--- config.mk ---
export PLATFORM = sky130hd
export DESIGN_NAME = crs_ctrl
export DESIGN_NICKNAME = d
export VERILOG_FILES = /design/src/design/crs_pkg.sv /design/src/design/crs_ctrl.sv
export SDC_FILE = /design/constraint.sdc
export NUM_CORES = 1
export LEC_CHECK = 0
export ABC_AREA = 1
export BUFFER_PORTS_ARGS = -buffer_cell sky130_fd_sc_hd__buf_4
export CAP_MARGIN = 40
export CELL_PAD_IN_SITES_DETAIL_PLACEMENT = 1
export CELL_PAD_IN_SITES_GLOBAL_PLACEMENT = 1
export CORE_ASPECT_RATIO = 0.75
export CORE_UTILIZATION = 25
export DETAILED_ROUTE_END_ITERATION = 12
export MAX_ROUTING_LAYER = met4
export PLACE_DENSITY = 0.64
export SLEW_MARGIN = 20
export SYNTH_ARGS = -nofsm -noshare
export SYNTH_HDL_FRONTEND = slang
export SYNTH_SLANG_ARGS = --single-unit
--- constraint.sdc ---
create_clock -name clk -period 3.1 [get_ports clk]
set_clock_uncertainty 0.2 [all_clocks]
set_input_delay 0.465 -clock clk [delete_from_list [all_inputs] [get_ports clk]]
set_output_delay 0.465 -clock clk [all_outputs]
set_load 0.03 [all_outputs]
--- src/design/crs_pkg.sv ---
// Shared types and constants for the Catmull-Rom spline evaluator.
// No dependencies; imported by the controller, the datapath and the top level.
package crs_pkg;

  // Default depth of the control point store
  localparam int MAX_POINTS_DEF = 64;

  // Configuration port
  localparam int CFG_IDX_W = 2;
  localparam int CFG_DATA_W = 7;
  localparam logic [CFG_IDX_W-1:0] CFG_CLOSED = 2'd0;
  localparam logic [CFG_IDX_W-1:0] CFG_COUNT = 2'd1;
  localparam logic [6:0] PCOUNT_RST = 7'd4;

  // Input operation codes
  localparam logic OP_WRITE = 1'b0;
  localparam logic OP_EVAL = 1'b1;

  // Accumulator and product widths of the Horner unit
  localparam int ACC_W = 40;
  localparam int LOC_W = 17;
  localparam int PROD_W = ACC_W + LOC_W + 1;

  typedef struct packed {
    logic        operation;
    logic [5:0]  point_index;
    logic signed [31:0] coord_x;
    logic signed [31:0] coord_y;
    logic signed [31:0] coord_z;
    logic signed [31:0] t_value;
  } in_word_t;

  typedef struct packed {
    logic signed [31:0] pos_x;
    logic signed [31:0] pos_y;
    logic signed [31:0] pos_z;
    logic signed [31:0] deriv_x;
    logic signed [31:0] deriv_y;
    logic signed [31:0] deriv_z;
    logic [5:0]  segment_number;
  } out_word_t;

  // Coefficient added after each Horner multiply
  typedef enum logic [1:0] {
    SEL_C2,
    SEL_C1,
    SEL_C0,
    SEL_C2X2
  } coef_sel_t;

  // Commands from the controller to the datapath
  typedef struct packed {
    logic       mem_we;
    logic       in_load;
    logic       scale_en;
    logic       seg_en;
    logic       rd_en;
    logic [1:0] rd_sel;
    logic       cap_en;
    logic [1:0] cap_sel;
    logic       coef_en;
    logic [1:0] axis;
    logic       acc_pos_init;
    logic       acc_der_init;
    logic       mul_en;
    logic       add_en;
    coef_sel_t  add_sel;
    logic       pos_en;
    logic       der_en;
    logic       out_load;
  } crs_cmd_t;

endpackage

--- src/design/crs_ctrl.sv ---
// Controller of the spline evaluator: sequences segment lookup, point reads
// and the Horner steps of each axis. Depends on crs_pkg.
module crs_ctrl
  import crs_pkg::*;
(
  input  logic     clk,
  input  logic     rst,
  input  logic     in_valid,
  input  logic     in_op,
  output logic     in_ready,
  output logic     out_valid,
  input  logic     out_ready,
  output crs_cmd_t cmd
);

  typedef enum logic [2:0] {
    S_IDLE,
    S_SCALE,
    S_SEG,
    S_READ,
    S_CALC,
    S_DONE
  } state_t;

  localparam logic [3:0] MS_LAST = 4'd13;
  localparam logic [1:0] AXIS_LAST = 2'd2;
  localparam logic [2:0] RD_LAST = 3'd4;

  state_t     state;
  logic [2:0] cnt;
  logic [3:0] ms;
  logic [1:0] axis;
  logic       accept;
  logic       out_go;

  assign in_ready = (state == S_IDLE);
  assign accept = in_valid && in_ready;
  assign out_go = (state == S_DONE) && (!out_valid || out_ready);

  // Advance state, counters and the output valid flag
  always_ff @(posedge clk) begin
    if (rst) begin
      state <= S_IDLE;
      cnt <= '0;
      ms <= '0;
      axis <= '0;
      out_valid <= 1'b0;
    end else begin
      if (out_valid && out_ready && !out_go) begin
        out_valid <= 1'b0;
      end
      unique case (state)
        S_IDLE: begin
          if (accept && in_op == OP_EVAL) begin
            state <= S_SCALE;
          end
        end
        S_SCALE: state <= S_SEG;
        S_SEG: begin
          state <= S_READ;
          cnt <= '0;
        end
        S_READ: begin
          cnt <= cnt + 3'd1;
          if (cnt == RD_LAST) begin
            state <= S_CALC;
            ms <= '0;
            axis <= '0;
          end
        end
        S_CALC: begin
          if (ms == MS_LAST) begin
            ms <= '0;
            if (axis == AXIS_LAST) begin
              state <= S_DONE;
            end else begin
              axis <= axis + 2'd1;
            end
          end else begin
            ms <= ms + 4'd1;
          end
        end
        S_DONE: begin
          if (out_go) begin
            out_valid <= 1'b1;
            state <= S_IDLE;
          end
        end
        default: state <= S_IDLE;
      endcase
    end
  end

  // Decode datapath commands from state and step counters
  always_comb begin
    cmd = '0;
    cmd.add_sel = SEL_C2;
    cmd.mem_we = accept && in_op == OP_WRITE;
    cmd.in_load = accept && in_op == OP_EVAL;
    cmd.scale_en = (state == S_SCALE);
    cmd.seg_en = (state == S_SEG);
    cmd.out_load = out_go;
    cmd.axis = axis;
    cmd.rd_sel = cnt[1:0];
    cmd.cap_sel = 2'(cnt - 3'd1);
    if (state == S_READ) begin
      cmd.rd_en = (cnt != RD_LAST);
      cmd.cap_en = (cnt != 3'd0);
    end
    if (state == S_CALC) begin
      unique case (ms)
        4'd0: cmd.coef_en = 1'b1;
        4'd1: cmd.acc_pos_init = 1'b1;
        4'd2, 4'd4, 4'd6, 4'd9, 4'd11: cmd.mul_en = 1'b1;
        4'd3: begin
          cmd.add_en = 1'b1;
          cmd.add_sel = SEL_C2;
        end
        4'd5, 4'd12: begin
          cmd.add_en = 1'b1;
          cmd.add_sel = SEL_C1;
        end
        4'd7: begin
          cmd.add_en = 1'b1;
          cmd.add_sel = SEL_C0;
        end
        4'd8: begin
          cmd.pos_en = 1'b1;
          cmd.acc_der_init = 1'b1;
        end
        4'd10: begin
          cmd.add_en = 1'b1;
          cmd.add_sel = SEL_C2X2;
        end
        4'd13: cmd.der_en = 1'b1;
        default: cmd.mul_en = 1'b0;
      endcase
    end
  end

endmodule

==> impl_metrics.toml <==
[logic_synthesis]
yosysUniqueCellTypes = 23
synth_fa_ha_area_share_pct = 4.25
syn-cell-area_sq_um = 883
yosys.area_share.simple_pct = 31.7
yosys-top-cells-area = "dfxtp_1, nand2_1, a21oi_1"
muxShareOfSynthArea_pct = 0
yosys_warnings = 0
synth_largest_area_cell = "dfxtp_1"
ys_seq_area_share_pct = 29.5
synth_top_family_by_area = "simple AND/OR/NAND/NOR gates"
synthFlopType = "dfxtp_1"
synth_fp_nets = 146
synth_top_area_share_pct = 29.5
synth_compound_area_share_pct = 17.8
syn_inst = 138
async_flop_share_pct = 0
synth_xor_area_share_pct = 0.992
synth_seq_cells = 13
synth_edf_count = 0
syn_area_per_cell_sq_um = 6.40

[cts]
cts.reportedPaths.clkPinSlew_ns = 0.06
clock-sinks = 13
postCtsSetupBuffers = 0
clockRootBuffer = "clkbuf_8"
cts.path.max_buffers = 2
postCtsResizedCells = 0
cts_htree_levels = 1
cts_tree = "yes"
clock_latency_ns = 0.25
cts_made_buffers = 3
cts.hold.buffers_added = 0

[critical_path]
path_class = "reg -> out"
required_ns = 2.43
critPathCaptureType = "primary output"
critPathArrivalTime_ns = 1.90
crit_chain = "inv_1 -> nand3_1 -> nor4_1 -> buf_4"
cp_max_fo = 13
slowest_delay_ns = 0.49
cp_top_family = "simple AND/OR/NAND/NOR gates"
path_buf_inv = 2
startpoint_type = "flip-flop"
reg2reg_depth = 5
cp_slowest_cell = "nor4_1"
crit_cells = 4

[layout]
final_common_cell = "buf_4"
drive_gt1_share_pct = 27.0
antenna_cells = 0
fin_area_sq_mm = 0.00114
fin_util_pct = 34.2
fillers = 442
area_growth_pct = 29.2
fin_nets = 172
mostFrequentLayoutCells = "buf_4, nand2_1, inv_1"

[outcome]
violations = "DRC"
outcome = "finished with violations"

[floorplanning]
dieArea_sq_mm = 0.00378
initial_utilization_pct = 26.5
rows = 18
die_h_um = 53.5
io_pins = 29
coreArea_sq_mm = 0.00333
die_w_um = 70.6

[sta]
layout_setup_ws_ns = 0.533
period_needed_ns = 2.57
fmax_mhz = 390
rsz0062_at_grt = "false"
relSlewSlack_pct = 64.1
tightest_slew_ns = 0.537
maxSlewViolCount = 0
period_share_pct = 82.8
hold_violations = 0
fin_tns_setup_ns = 0
setup_violations = 0

[power_and_ir_drop]
p_per_area_mw_per_mm2 = 741
ir_drop_mv = 0.387
power_w = 0.000846
leakagePower_nw = 0.528

[placed_design]
post-place-ws_ns = 0.855
dp_hpwl_um = 2160
gp_congestion = 0.860
placed_cell_area_sq_mm = 0.00109
io_buffers = 28

[routing]
drc = 6
vias = 960
vias_per_cell = 4.73
postRouteAntennaNets = 0
drt-initial-drc-count = 33
finalWirelength_um = 2600
first_pass_iters = 8
wl_per_cell_um = 12.8

[grt]
grt.total_usage_pct = 15.7
grt_overflow = 0
grt_pass1_wl_um = 4360
antenna_found_initial = 0
grt_max_degree = 14
grt_pass1_vias = 941

[run]
cap_violations = 0

[min_path]
hold_depth = 2
min_path_type = "in -> reg"
[per-stage QoR]
stage,cells,hold slack (ns)
floorplan,138,0.275
global placement,199,0.281
detailed placement,199,0.292
CTS,203,0.267
global route,203,0.276
finish,203,0.272
[cells in the mapped netlist, types with 2 or more instances]
library cell,number
inv_2,2
nor2_2,4
buf_4,6
a21oi_1,17
a31oi_1,2
nor4_1,2
o21ai_1,4
nor2_1,17
ha_1,3
nand4_1,2
nand2_1,24
inv_1,22
nor3_1,3
dfxtp_1,13
nand3_1,7
o21ai_0,2
nand3_2,2
[path summary, 6_finish.rpt]
kind | slack [ns] | endpoint | start
setup / recovery | 0.53 | cmd[7] | state[0]
hold / removal | 0.27 | axis[1] | rst
hold reg to reg | 0.30 | axis[1] | axis[1]
setup reg to reg | 1.24 | ms[3] | state[0]
[worst register-to-register path: stages (launching register included)]
cell     delay (ns)
dfxtp_1        0.37
inv_1          0.14
nand3_1        0.40
a21oi_1        0.39
nand3_1        0.11
a21oi_1        0.18
[registers in the layout, summed over array words and instances (netlist names)]
name and count:
state 3, out_valid 1, ms 4, cnt 3
axis 2
[final cells by class]
cell class | count | area, sq um | share of cell area [%]
inverters | 24 | 90.1 | 7.89
multi-input cells | 94 | 484 | 42.4
clock buffers | 3 | 41.3 | 3.62
clock inverters | 1 | 5.00 | 0.439
well taps | 40 | 50.0 | 4.39
repair buffers | 28 | 210 | 18.4
flip-flops and latches | 13 | 260 | 22.8
[logic make-up after synthesis]
logic type               count (synthesis)
AND/OR/NAND/NOR                         62
adder cells (fa/ha/maj)                  3
XOR/XNOR                                 1
AO/OA/AOI/OAI                           28
flip-flops                              13
buffers and inverters                   31
[per-layer routing]
metal / up-vias / GRT usage (%) / wire, um
li1: 489 / - / -
met1: 451 / 19.4 / 1300
met2: 17 / 26.1 / 1170
met3: 3 / 4.76 / 108
met4: 0 / 3.00 / 19
met5: - / - / 0
[where the power goes]
group,internal (W),total (W),leakage [nW],switching [W]
sequential,0.000198,0.000242,0.106,0.0000438
combinational,0.000144,0.000447,0.397,0.000303
clock,0.0000891,0.000157,0.0255,0.0000680
No activity file was read; power rests on OpenSTA's default activity.
